==> src/hdl/gpio_pkg.sv <==
package gpio_pkg;

	localparam int PIN_COUNT = 32;
	localparam int WORD_W    = 32;
	localparam int OFS_W     = 7;

	localparam logic [WORD_W-1:0] PIN_MASK =
		(PIN_COUNT >= WORD_W) ? {WORD_W{1'b1}} : WORD_W'((64'd1 << PIN_COUNT) - 64'd1);

	typedef enum logic [1:0] {
		CMD_READ   = 2'd0,
		CMD_WRITE  = 2'd1,
		CMD_SAMPLE = 2'd2
	} cmd_t;

	localparam logic [OFS_W-1:0] OFS_DATA   = 7'h00;
	localparam logic [OFS_W-1:0] OFS_DIR    = 7'h04;
	localparam logic [OFS_W-1:0] OFS_INTEN  = 7'h30;
	localparam logic [OFS_W-1:0] OFS_TYPE   = 7'h38;
	localparam logic [OFS_W-1:0] OFS_POL    = 7'h3c;
	localparam logic [OFS_W-1:0] OFS_STATUS = 7'h40;
	localparam logic [OFS_W-1:0] OFS_EOI    = 7'h4c;
	localparam logic [OFS_W-1:0] OFS_PINS   = 7'h50;

endpackage

==> src/hdl/gpio_if.sv <==
interface gpio_req_if;
	logic        valid;
	logic        ready;
	logic [1:0]  command;
	logic [6:0]  reg_offset;
	logic [31:0] write_data;
	logic [31:0] pins_in;

	modport source (output valid, command, reg_offset, write_data, pins_in, input ready);
	modport sink   (input valid, command, reg_offset, write_data, pins_in, output ready);
endinterface

interface gpio_rsp_if;
	logic        valid;
	logic        ready;
	logic [31:0] read_data;
	logic [31:0] pins_out;
	logic [31:0] pins_dir;
	logic        irq;

	modport source (output valid, read_data, pins_out, pins_dir, irq, input ready);
	modport sink   (input valid, read_data, pins_out, pins_dir, irq, output ready);
endinterface

==> src/hdl/gpio_port_with_interrupt_detect_top.sv <==
// Channel | Dir | Word
// req     | in  | command, reg_offset, write_data, pins_in
// rsp     | out | read_data, pins_out, pins_dir, irq
//
// One word in, one word out. Registered through the input register, then the result register.
// A new word is taken every cycle while the result register drains.
// Port state is updated as a word moves from the input register to the result register.
// arst_n clears all port registers and both valid flags.
// A stalled rsp holds its word; req.ready drops only when both registers are full.
module gpio_port_with_interrupt_detect_top (
	input  logic       clk,
	input  logic       arst_n,
	gpio_req_if.sink   req,
	gpio_rsp_if.source rsp
);
	import gpio_pkg::*;

	logic              valid_s1;
	logic [1:0]        command_s1;
	logic [OFS_W-1:0]  reg_offset_s1;
	logic [WORD_W-1:0] write_data_s1;
	logic [WORD_W-1:0] pins_in_s1;

	logic [WORD_W-1:0] out_data_q, direction_q, irq_enable_q, irq_is_edge_q;
	logic [WORD_W-1:0] irq_polarity_q, edge_latched_q, last_pins_q;

	logic              out_valid_q;
	logic [WORD_W-1:0] read_data_q, pins_out_q, pins_dir_q;
	logic              irq_q;

	logic              advance, take_in, step;
	logic [OFS_W-1:0]  ofs_word;
	logic [WORD_W-1:0] wval, now_pins, rising, falling, hit;
	logic [WORD_W-1:0] status_cur, status_nxt, rdata;
	logic [WORD_W-1:0] out_data_d, direction_d, irq_enable_d, irq_is_edge_d;
	logic [WORD_W-1:0] irq_polarity_d, edge_latched_d, last_pins_d;

	assign advance   = !out_valid_q || rsp.ready;
	assign req.ready = !valid_s1 || advance;
	assign take_in   = req.valid && req.ready;
	assign step      = valid_s1 && advance;

	assign ofs_word = {reg_offset_s1[OFS_W-1:2], 2'b00};
	assign wval     = write_data_s1 & PIN_MASK;
	assign now_pins = pins_in_s1 & PIN_MASK;
	assign rising   = now_pins & ~last_pins_q;
	assign falling  = last_pins_q & ~now_pins;
	assign hit      = (irq_polarity_q & rising) | (~irq_polarity_q & falling);

	assign status_cur = irq_enable_q & PIN_MASK &
		((~irq_is_edge_q & ~(last_pins_q ^ irq_polarity_q)) | (irq_is_edge_q & edge_latched_q));

	always_comb begin
		out_data_d     = out_data_q;
		direction_d    = direction_q;
		irq_enable_d   = irq_enable_q;
		irq_is_edge_d  = irq_is_edge_q;
		irq_polarity_d = irq_polarity_q;
		edge_latched_d = edge_latched_q;
		last_pins_d    = last_pins_q;
		rdata          = '0;
		unique case (cmd_t'(command_s1))
			CMD_READ: begin
				unique case (ofs_word)
					OFS_DATA:   rdata = out_data_q;
					OFS_DIR:    rdata = direction_q;
					OFS_INTEN:  rdata = irq_enable_q;
					OFS_TYPE:   rdata = irq_is_edge_q;
					OFS_POL:    rdata = irq_polarity_q;
					OFS_STATUS: rdata = status_cur;
					OFS_PINS:   rdata = last_pins_q;
					default:    rdata = '0;
				endcase
			end
			CMD_WRITE: begin
				unique case (ofs_word)
					OFS_DATA:  out_data_d = wval;
					OFS_DIR:   direction_d = wval;
					OFS_INTEN: begin
						irq_enable_d   = wval;
						edge_latched_d = edge_latched_q & wval & irq_is_edge_q;
					end
					OFS_TYPE: begin
						irq_is_edge_d  = wval;
						edge_latched_d = edge_latched_q & irq_enable_q & wval;
					end
					OFS_POL:   irq_polarity_d = wval;
					OFS_EOI:   edge_latched_d = edge_latched_q & ~wval;
					default:   ;
				endcase
			end
			CMD_SAMPLE: begin
				edge_latched_d = edge_latched_q | (hit & irq_enable_q & irq_is_edge_q);
				last_pins_d    = now_pins;
			end
			default: ;
		endcase
	end

	assign status_nxt = irq_enable_d & PIN_MASK &
		((~irq_is_edge_d & ~(last_pins_d ^ irq_polarity_d)) | (irq_is_edge_d & edge_latched_d));

	always_ff @(posedge clk or negedge arst_n) begin
		if (!arst_n) begin
			valid_s1       <= 1'b0;
			out_valid_q    <= 1'b0;
			out_data_q     <= '0;
			direction_q    <= '0;
			irq_enable_q   <= '0;
			irq_is_edge_q  <= '0;
			irq_polarity_q <= '0;
			edge_latched_q <= '0;
			last_pins_q    <= '0;
		end else begin
			if (req.ready) begin
				valid_s1 <= req.valid;
			end
			if (advance) begin
				out_valid_q <= valid_s1;
			end
			if (step) begin
				out_data_q     <= out_data_d;
				direction_q    <= direction_d;
				irq_enable_q   <= irq_enable_d;
				irq_is_edge_q  <= irq_is_edge_d;
				irq_polarity_q <= irq_polarity_d;
				edge_latched_q <= edge_latched_d;
				last_pins_q    <= last_pins_d;
			end
		end
	end

	always_ff @(posedge clk) begin
		if (take_in) begin
			command_s1    <= req.command;
			reg_offset_s1 <= req.reg_offset;
			write_data_s1 <= req.write_data;
			pins_in_s1    <= req.pins_in;
		end
		if (step) begin
			read_data_q <= rdata;
			pins_out_q  <= out_data_d;
			pins_dir_q  <= direction_d;
			irq_q       <= |status_nxt;
		end
	end

	assign rsp.valid     = out_valid_q;
	assign rsp.read_data = read_data_q;
	assign rsp.pins_out  = pins_out_q;
	assign rsp.pins_dir  = pins_dir_q;
	assign rsp.irq       = irq_q;

endmodule

==> src/flat_wrapper.sv <==
// flat-port wrapper written by rule: the top's interface ports become plain ports
module gpio_port_with_interrupt_detect_top_flat import gpio_pkg::*;
  (clk, arst_n, req_valid, req_command, req_reg_offset, req_write_data, req_pins_in, req_ready, rsp_valid, rsp_read_data, rsp_pins_out, rsp_pins_dir, rsp_irq, rsp_ready);
  gpio_req_if req_i ();
  gpio_rsp_if rsp_i ();
  input  logic clk;
  input  logic arst_n;
  input wire logic [$bits(req_i.valid)-1:0] req_valid;
  input wire logic [$bits(req_i.command)-1:0] req_command;
  input wire logic [$bits(req_i.reg_offset)-1:0] req_reg_offset;
  input wire logic [$bits(req_i.write_data)-1:0] req_write_data;
  input wire logic [$bits(req_i.pins_in)-1:0] req_pins_in;
  output wire logic [$bits(req_i.ready)-1:0] req_ready;
  output wire logic [$bits(rsp_i.valid)-1:0] rsp_valid;
  output wire logic [$bits(rsp_i.read_data)-1:0] rsp_read_data;
  output wire logic [$bits(rsp_i.pins_out)-1:0] rsp_pins_out;
  output wire logic [$bits(rsp_i.pins_dir)-1:0] rsp_pins_dir;
  output wire logic [$bits(rsp_i.irq)-1:0] rsp_irq;
  input wire logic [$bits(rsp_i.ready)-1:0] rsp_ready;
  assign req_i.valid = req_valid;
  assign req_i.command = req_command;
  assign req_i.reg_offset = req_reg_offset;
  assign req_i.write_data = req_write_data;
  assign req_i.pins_in = req_pins_in;
  assign req_ready = req_i.ready;
  assign rsp_valid = rsp_i.valid;
  assign rsp_read_data = rsp_i.read_data;
  assign rsp_pins_out = rsp_i.pins_out;
  assign rsp_pins_dir = rsp_i.pins_dir;
  assign rsp_irq = rsp_i.irq;
  assign rsp_i.ready = rsp_ready;
  gpio_port_with_interrupt_detect_top u_core (.clk(clk), .arst_n(arst_n), .req(req_i), .rsp(rsp_i));
endmodule
==> config.mk <==
export PLATFORM = sky130hd
export DESIGN_NAME = gpio_port_with_interrupt_detect_top_flat
export DESIGN_NICKNAME = d
export VERILOG_FILES = /design/src/hdl/gpio_pkg.sv /design/src/hdl/gpio_if.sv /design/src/hdl/gpio_port_with_interrupt_detect_top.sv /design/src/flat_wrapper.sv
export SDC_FILE = /design/constraint.sdc
export NUM_CORES = 1
export LEC_CHECK = 0
export BUFFER_PORTS_ARGS = -buffer_cell sky130_fd_sc_hd__buf_2
export CELL_PAD_IN_SITES_DETAIL_PLACEMENT = 1
export CELL_PAD_IN_SITES_GLOBAL_PLACEMENT = 2
export CORE_MARGIN = 10
export CORE_UTILIZATION = 35
export CTS_CLUSTER_SIZE = 16
export DETAILED_ROUTE_END_ITERATION = 6
export PLACE_DENSITY = 0.76
export SYNTH_ARGS = -nofsm -noshare
export SYNTH_HDL_FRONTEND = slang
export SYNTH_SLANG_ARGS = --single-unit
==> constraint.sdc <==
create_clock -name clk -period 3.76 [get_ports clk]
set_input_delay 0.376 -clock clk [delete_from_list [all_inputs] [get_ports clk]]
set_output_delay 0.376 -clock clk [all_outputs]
set_load 0.01 [all_outputs]
==> impl_metrics.yaml, run 1 <==
clock_tree:
  cts_num_sinks: 394
  postCtsSetupBuffers: 0
  clock_path_buffers: 3
  tritoncts: "done"
  cts_made_buffers: 46
  insertion_delay_ps: 600
  clk_pin_slew_worst_paths_ps: 60
  ctsHtreeMaxLevel: 2
  cts_root_buf: "clkbuf_16"
floorplanning:
  rows: 89
  die_h_um: 264
  io_pins: 176
  core_sq_um: 59000
  die_w_um: 264
  dieArea_sq_um: 69900
  initial_core_util: 0.354
power:
  clkPwrFrac: 0.353
  power.leakage_nw: 10.2
  ir_drop_v: 0.000344
  power.share.sequential: 0.465
  intPower_mw: 8.54
  powerDensity_nw_per_um2: 491
  swShare: 0.307
  comb_power_share: 0.183
  total_power_mw: 12.3
  p_sw_mw: 3.79
critical_path:
  critPathBufInv: 6
  start_kind: "flip-flop"
  critPathArrivalTime_ps: 3970
  crit_path_cell_trace: "inv_1 -> ha_1 -> buf_4 -> inv_2 -> nor2_1 -> buf_4 -> o22ai_1 -> o2bb2ai_1 -> a2111oi_1 -> buf_4 -> nand4_1 -> nor4_1 -> buf_4 -> nand4_1"
  critPathMaxStageDelay_ps: 480
  r2r-start: "u_core.command_s1[1]"
  crit_slowest_cell: "a2111oi_1"
  end_kind: "flip-flop"
  cp.required_ps: 4090
  cp_top_family: "buffers and inverters"
  setup.worst_path.start: "u_core.command_s1[1]"
  worst_path_most_repeated_cell: "buf_4"
  worstSetupPathType: "flip-flop to flip-flop"
  crit_fanout: 9
yosys:
  ys_async_sr_fraction: 0.574
  syn_inst: 2090
  yosysUniqueCellTypes: 80
  synthTopCellsByArea: "dfrtp_1, edfxtp_1, mux2_2, nand2_1, o21ai_0"
  postSynthAreaPerCell_sq_um: 9.99
  ys_ff_latch: 394
  ys_warn_count: 0
  yosysSeqAreaShare: 0.512
  synth_nets: 2170
  synth_area_leader_cell: "dfrtp_1"
  synth_edf_count: 168
  syn-cell-area_sq_um: 20900
  synthFlopType: "dfrtp_1"
  synth_top_area_share: 0.271
timing:
  whs_ps: 10.0
  min_period_over_period: 0.967
  relSlewSlack: 0.209
  finalSetupViolCount: 0
  layout_min_cycle_time_ps: 3640
  clock.fmax_mhz: 275
  tightest_slew_ps: 1190
  timing.final.ws_setup_ps: 124
  report.final.slew_viol_count: 0
  skew_ps: 23.8
  finalHoldViolations: 0
  rsz0062_at_grt: "false"
  tns_ps: 0
place:
  dp_slack_ps: 30.9
  placed_cell_area_sq_um: 23000
  io_buffer_count: 173
  dpl.hpwl_mm: 55.5
  dp.cells: 2973
  gp_congestion: 0.874
cells_and_area:
  final_cell_count_no_fill: 3128
  fillers: 6566
  num_antenna_cells: 0
  final_nets: 2398
  syn_to_final_growth_pct: 20.3
  stdcell_area_sq_um: 25100
  utilization: 0.426
  final_common_cell: "nand2_1"
  final_cell_mix: "nand2_1, dfrtp_1, o21ai_0"
  drive_gt1_frac: 0.213
routing:
  wl_per_cell_um: 26.4
  wl_met1_mm: 35.4
  wl_met2_mm: 39.6
  drt_iter0_drc: 1466
  vias: 18330
  drc: 1
  avgViaCountPerCell: 5.86
  wirelength_mm: 82.5
  firstDrtPassIters: 7
  ant_nets: 0
  route.met3.wl_mm: 4.73
  top_layer_used: "met4"
worst_hold_path:
  hold_class: "input port to flip-flop"
  min_from: "req_reg_offset[6]"
status:
  violations: "DRC"
  run_status: "complete, but fails checks"
global_routing:
  grt_pass1_vias: 19240
  gr-total-overflow: 0
  grt_start_max_net_pins: 88
  track_usage: 0.230
  antenna_found_initial: 1
  grt_pass1_wl_mm: 125
flow_run:
  drv_cap: 0
## repair_timing
action	in CTS	in global routing
endpoints found under the setup margin	0	1
resized for setup	0	1
hold endpoints to repair	153	0
hold buffers	70	0
## cell type report
| type | count | area (sq um) | area share |
|---|---|---|---|
| sequential | 394 | 10700 | 0.426 |
| clock buffer | 65 | 1250 | 0.0498 |
| multi-input combinational | 1493 | 9400 | 0.374 |
| inverter | 32 | 128 | 0.00508 |
| timing repair buffer | 351 | 2510 | 0.100 |
| clock inverter | 20 | 173 | 0.00687 |
| tap | 773 | 967 | 0.0385 |
## worst reg2reg max path, cell delays in order (launching register included)
cell       delay [ps]
edfxtp_1          410
inv_1             100
ha_1              280
buf_4             220
inv_2             120
nor2_1            320
buf_4             250
o22ai_1           100
o2bb2ai_1         140
a2111oi_1         480
buf_4             190
nand4_1           170
nor4_1            350
buf_4             170
nand4_1            80
## state kept, by name, summed over array words and instances, names as in the netlist
name                   count
u_core.command_s1          2
u_core.write_data_s1      32
u_core.out_data_q         32
u_core.rsp.pins_out       32
u_core.irq_polarity_q     32
u_core.valid_s1            1
u_core.edge_latched_q     32
u_core.rsp.irq             1
u_core.reg_offset_s1       5
u_core.now_pins           32
u_core.rsp.pins_dir       32
u_core.irq_enable_q       32
u_core.rsp.read_data      32
u_core.rsp.valid           1
u_core.irq_is_edge_q      32
u_core.last_pins_q        32
u_core.direction_q        32
## path summary, 6_finish.rpt
| kind | cells after the start | to | slack, ps |
|---|---|---|---|
| worst min-delay path | 1 | u_core.reg_offset_s1[6] | 10 |
| worst max register to register | 14 | u_core.rsp.irq | 120 |
| min in group asynchronous | 2 | u_core.valid_s1 | 340 |
| worst max-delay path | 14 | u_core.rsp.irq | 120 |
| worst min register to register | 2 | u_core.out_data_q[27] | 500 |
| max in group asynchronous | 3 | u_core.irq_enable_q[10] | 2240 |
## cells in the mapped netlist, types with 8 or more instances
master / count
xor2_1: 33
a222oi_1: 33
o21ai_0: 183
dfrtp_1: 226
o211ai_1: 11
edfxtp_1: 168
mux2_2: 125
a211oi_1: 19
nand3b_1: 12
buf_1: 28
nand2b_1: 25
buf_2: 19
and3_1: 8
nand4_1: 16
nor2b_1: 11
nand3_1: 38
or3b_2: 9
nand2_1: 373
a41oi_1: 14
nor4_1: 17
a31oi_1: 54
xnor2_1: 19
a22oi_1: 34
o32ai_1: 8
inv_1: 30
nor2_1: 95
o22ai_1: 28
clkbuf_1: 113
nor3_1: 28
a21oi_1: 111
mux2i_1: 67
## power groups by stage
| stage | registers [mW] | logic [mW] | clock network [mW] |
|---|---|---|---|
| detailed placement | 5.79 | 2.19 | 0 |
| global route | 5.81 | 2.50 | 4.62 |
| global placement | 5.75 | 2.12 | 0 |
| finish | 5.73 | 2.25 | 4.35 |
| floorplan | 5.62 | 1.41 | 0 |
| CTS | 5.72 | 2.26 | 4.47 |
## metal layers
layer / track usage / vias up
li1: - / 8191
met1: 0.299 / 9368
met2: 0.385 / 620
met3: 0.0319 / 151
met4: 0.0812 / 0
met5: 0 / -
## kinds of logic (layout without fill, tap and decap cells)
kind of cell,count (synthesis),count (layout),synth area share
and+or+nand+nor,666,666,0.145
AOI/OAI and AO/OA,579,579,0.179
DFF,394,394,0.512
buffers and inverters,203,468,0.0402
muxes,193,193,0.100
xor gates and xnor gates,52,52,0.0218
adders and majority gates,3,3,0.00180
Note: power is estimated with default switching activity, not from simulation.
==> run 2, diff against run 1 <==
- clock period: 3.76 -> 3 ns (I/O delays scaled with it)
==> run 2 against run 1 <==
  * The flow finishes with violations (DRC, setup timing)
  * Final area grew 7.5%
  * Non-clock buffer count grew 142
  * Count of clock-buffer cells in the layout down 2
  * Combinational power is 41% higher
  * Largest cell class unchanged
==> impl_metrics.yaml, run 2 (same netlist as run 1, synthesis figures left out) <==
routing:
  vias: 18880
  drt_iter0_drc: 1544
  wirelength_mm: 85.0
  drc: 8
  firstDrtPassIters: 7
  avgViaCountPerCell: 5.77
  wl_per_cell_um: 26.0
  ant_nets: 0
timing:
  timing.final.ws_setup_ps: -21.5
  report.final.slew_viol_count: 0
  finalSetupViolCount: 1
  min_period_over_period: 1.01
  clock.fmax_mhz: 331
  skew_ps: 27.5
  tns_ps: -21.5
  rsz0062_at_grt: "true"
  whs_ps: 61.4
  relSlewSlack: 0.431
  layout_min_cycle_time_ps: 3020
  tightest_slew_ps: 853
  finalHoldViolations: 0
cells_and_area:
  stdcell_area_sq_um: 27000
  fillers: 6496
  final_common_cell: "nand2_1"
  drive_gt1_frac: 0.281
  num_antenna_cells: 0
  syn_to_final_growth_pct: 29.4
  utilization: 0.458
  final_nets: 2540
  multi_input_area_sq_um: 9750
  register_area_sq_um: 10700
  final_cell_count_no_fill: 3271
  final_cell_mix: "nand2_1, dfrtp_1, buf_4"
critical_path:
  start_kind: "flip-flop"
  crit_slowest_cell: "or4_4"
  critPathMaxStageDelay_ps: 540
  reg2reg_to: "u_core.rsp.irq"
  critPathArrivalTime_ps: 3360
  setup.worst_path.start: "u_core.reg_offset_s1[6]"
  ff2ff_path_depth: 10
  rrSetupSlack_ps: -20
  cp_top_family: "simple AND/OR/NAND/NOR gates"
  end_kind: "flip-flop"
  worstSetupPathType: "flip-flop to flip-flop"
  crit_fanout: 6
  critPathBufInv: 2
  crit_path_cell_trace: "and4bb_4 -> buf_6 -> buf_4 -> o21ai_0 -> a21oi_1 -> a211oi_2 -> a2111o_1 -> or4_4 -> nor4_4 -> nand4_1"
  cp.required_ps: 3340
  r2r-start: "u_core.reg_offset_s1[6]"
power:
  total_power_mw: 16.4
  p_sw_mw: 4.93
  power.leakage_nw: 11.2
  powerDensity_nw_per_um2: 607
  intPower_mw: 11.5
  comb_power_share: 0.194
  clkPwrFrac: 0.369
  ir_drop_v: 0.000491
  swShare: 0.300
  power.share.sequential: 0.438
status:
  violations: "DRC, setup timing"
  run_status: "complete, but fails checks"
place:
  dp.cells: 3092
  dp_slack_ps: -484
  io_buffer_count: 173
  dpl.hpwl_mm: 59.0
  placed_cell_area_sq_um: 24100
  gp_congestion: 0.928
worst_hold_path:
  min_from: "rsp_ready"
  hold_class: "input port to flip-flop"
  hold_path_end: "u_core.valid_s1"
  whs_path_depth: 3
floorplanning:
  initial_core_util: 0.354
  dieArea_sq_um: 69900
  core_sq_um: 59000
  io_pins: 176
  die_w_um: 264
  die_h_um: 264
  rows: 89
global_routing:
  grt_pass1_wl_mm: 128
  antenna_found_initial: 1
  grt_pass1_vias: 19872
  grt_start_max_net_pins: 99
  top_usage_layer: "met2"
  track_usage: 0.237
  met1_usage: 0.309
  gr-total-overflow: 0
  gr-usage-met2: 0.398
  use_met3: 0.0380
clock_tree:
  clk_pin_slew_worst_paths_ps: 60
  ctsHtreeMaxLevel: 2
  cts_num_sinks: 394
  cts_root_buf: "clkbuf_16"
  cts_made_buffers: 46
  clock_path_buffers: 3
  insertion_delay_ps: 600
  tritoncts: "done"
flow_run:
  drv_cap: 0
==> run 2: cell type report <==
cell class / count / share of cell area
clock buffers: 63 / 0.0480
well taps: 773 / 0.0358
multi-input cells: 1493 / 0.361
repair buffers: 493 / 0.143
flip-flops and latches: 394 / 0.396
clock inverters: 23 / 0.0119
inverters: 32 / 0.00472
==> run 2: how the worst max path moves through the flow <==
stage	end	depth (start not counted)
5_1_grt	u_core.rsp.irq	13
4_1_cts	u_core.rsp.irq	10
3_5_place_dp	u_core.rsp.irq	10
3_3_place_gp	u_core.rsp.irq	10
6_report	u_core.rsp.irq	10
2_1_floorplan	u_core.rsp.irq	12
==> run 2: power by group through the flow <==
stage                     sequential, mW  clock (mW)  combinational, mW
after global placement              7.20           0               2.86
after CTS                           7.15        6.17               3.11
after global routing                7.27        6.39               3.50
after detailed placement            7.25           0               2.96
final                               7.18        6.05               3.18
after floorplan                     7.03           0               1.77
==> run 2: tightest hold or removal path: cells and delay by family <==
| kind | cells | cell delay [ps] |
|---|---|---|
| buf+inv | 1 | 80 |
| simple gates | 2 | 220 |
==> run 2: layer usage <==
layer | wire length (um) | share of wire
met5 | 0 | 0
met4 | 2530 | 0.030
met3 | 4330 | 0.051
met2 | 40900 | 0.48
met1 | 37300 | 0.44
==> run 2: what timing repair did <==
item | in CTS | in global routing
hold buffers | 73 | 0
pin swaps | 9 | 28
gates resized for setup | 41 | 65
buffers inserted | 8 | 13
hold endpoints to repair | 153 | 0
setup endpoints to repair | 1 | 13
==> run 3, diff against run 2 <==
--- a/config.mk
+++ b/config.mk
@@ -14,4 +14,5 @@
 export DETAILED_ROUTE_END_ITERATION = 6
 export PLACE_DENSITY = 0.76
+export SLEW_MARGIN = 10
 export SYNTH_ARGS = -nofsm -noshare
 export SYNTH_HDL_FRONTEND = slang
==> constraint.sdc (replaced) <==
create_clock -name clk -period 3 [get_ports clk]
set_input_delay 0 -clock clk [delete_from_list [all_inputs] [get_ports clk]]
set_output_delay 0 -clock clk [all_outputs]
set_load 0.01 [all_outputs]
==> run 3 against run 2 <==
  * The run ends with setup timing left
  * Final area down 1.4%
  * Critical path depth is 3 higher
  * Via count shrank 0.34%
  * Register-to-register slack got worse by 20 ps
==> impl_metrics.yaml, run 3 (same netlist as run 1, synthesis figures left out) <==
status:
  run_status: "complete, but fails checks"
  violations: "setup timing"
routing:
  vias: 18816
  wl_per_cell_um: 26.3
  drc: 0
  drt_iter0_drc: 1522
  avgViaCountPerCell: 5.78
  wirelength_mm: 85.4
  firstDrtPassIters: 6
  ant_nets: 0
cells_and_area:
  drive_gt1_frac: 0.268
  final_common_cell: "nand2_1"
  syn_to_final_growth_pct: 27.5
  final_nets: 2524
  utilization: 0.451
  num_antenna_cells: 0
  final_cell_mix: "nand2_1, dfrtp_1, buf_4"
  stdcell_area_sq_um: 26600
  final_cell_count_no_fill: 3254
floorplanning:
  initial_core_util: 0.354
  rows: 89
  core_sq_um: 59000
  die_h_um: 264
  die_w_um: 264
  io_pins: 176
  dieArea_sq_um: 69900
place:
  gp_congestion: 0.935
  placed_cell_area_sq_um: 24000
  io_buffer_count: 173
  dpl.hpwl_mm: 59.4
  dp_slack_ps: -373
  dp.cells: 3082
clock_tree:
  insertion_delay_ps: 590
  cts_root_buf: "clkbuf_16"
  tritoncts: "done"
  ctsHtreeMaxLevel: 2
  cts_made_buffers: 47
  cts_num_sinks: 394
  clk_pin_slew_worst_paths_ps: 60
  clock_path_buffers: 3
timing:
  relSlewSlack: 0.540
  clock.fmax_mhz: 328
  tns_ps: -45.3
  rsz0062_at_grt: "true"
  min_period_over_period: 1.02
  skew_ps: 21.8
  finalSetupViolCount: 1
  tightest_slew_ps: 690
  layout_min_cycle_time_ps: 3050
  timing.final.ws_setup_ps: -45.3
  finalHoldViolations: 0
  report.final.slew_viol_count: 0
critical_path:
  cp.required_ps: 3330
  crit_slowest_cell: "o41a_1"
  critPathMaxStageDelay_ps: 420
  crit_path_cell_trace: "buf_4 -> buf_4 -> ha_4 -> nand2b_1 -> buf_4 -> buf_4 -> o41a_1 -> nand3_2 -> a31oi_2 -> a21oi_2 -> nand4_1 -> nor4_4 -> nand4_1"
  critPathBufInv: 4
  critPathArrivalTime_ps: 3370
  rrSetupSlack_ps: -50
  end_kind: "flip-flop"
  start_kind: "flip-flop"
  worst_path_most_repeated_cell: "buf_4"
  worstSetupPathType: "flip-flop to flip-flop"
  cp_top_family: "simple AND/OR/NAND/NOR gates"
  crit_fanout: 8
power:
  powerDensity_nw_per_um2: 600
  ir_drop_v: 0.000460
  power.leakage_nw: 11.0
global_routing:
  antenna_found_initial: 0
  grt_start_max_net_pins: 99
  grt_pass1_wl_mm: 129
  track_usage: 0.239
  gr-total-overflow: 0
  grt_pass1_vias: 19781
worst_hold_path:
  hold_class: "input port to asynchronous set/reset pin"
flow_run:
  drv_cap: 0
[run 3: cell count changes in the layout (fill, tap and decap cells not counted), moves of 3 or more]
cell,change
o21ai_1,-7
mux2i_1,+3
clkinv_1,+4
o21ai_0,+7
a21oi_2,-3
a221oi_2,-3
a21oi_1,+3
a221oi_1,+3
buf_4,-8
buf_6,-10
bufinv_16,-4
mux2i_4,-3
[run 3: repair_timing]
action	in CTS	in global routing
hold endpoints to repair	198	0
hold buffers	75	0
setup endpoints to repair	1	1
gates resized for setup	46	28
pin swaps	12	10
setup buffers	6	6
[run 3: final timing paths]
path	start	endpoint	depth (start not counted)
max	u_core.command_s1[1]	u_core.rsp.irq	13
min	arst_n	u_core.last_pins_q[14]	2
max reg2reg	u_core.command_s1[1]	u_core.rsp.irq	13
min reg2reg	u_core.direction_q[22]	u_core.direction_q[22]	2
max in group asynchronous	arst_n	u_core.out_data_q[16]	3
min in group clk	req_write_data[11]	u_core.write_data_s1[11]	2
[run 3: worst register-to-register path, cell delays in order (launching register included)]
cell,delay [ps]
edfxtp_1,410
buf_4,150
buf_4,130
ha_4,180
nand2b_1,180
buf_4,190
buf_4,200
o41a_1,420
nand3_2,110
a31oi_2,90
a21oi_2,240
nand4_1,210
nor4_4,190
nand4_1,100
[run 3: where the power goes]
| group | internal [mW] | switching [mW] |
|---|---|---|
| Combinational | 1.40 | 1.72 |
| Clock | 3.25 | 2.40 |
| Sequential | 6.41 | 0.793 |
[run 3: per-layer routing]
| layer | track usage | share of wire | up-vias |
|---|---|---|---|
| li1 | - | - | 8456 |
| met1 | 0.312 | 0.43 | 9678 |
| met2 | 0.403 | 0.49 | 565 |
| met3 | 0.0385 | 0.054 | 117 |
| met4 | 0.0689 | 0.026 | 0 |
| met5 | 0 | 0 | - |
[run 3: final cells by class]
cell class / count / area, sq um
Clock buffer: 60 / 1260
Clock inverter: 26 / 228
Fill cell: 6540 / 32400
Inverter: 32 / 128
Multi-Input combinational cell: 1493 / 9650
Sequential cell: 394 / 10700
Tap cell: 773 / 967
Timing Repair Buffer: 476 / 3700
[run 3: metrics by stage]
step | total power [mW] | hold WS, ps
3_5_place_dp | 10.2 | 60.7
5_1_grt | 16.8 | 87.1
6_report | 16.0 | 38.7
4_1_cts | 16.1 | 40.4
3_3_place_gp | 10.1 | 47.1
2_1_floorplan | 8.81 | -296
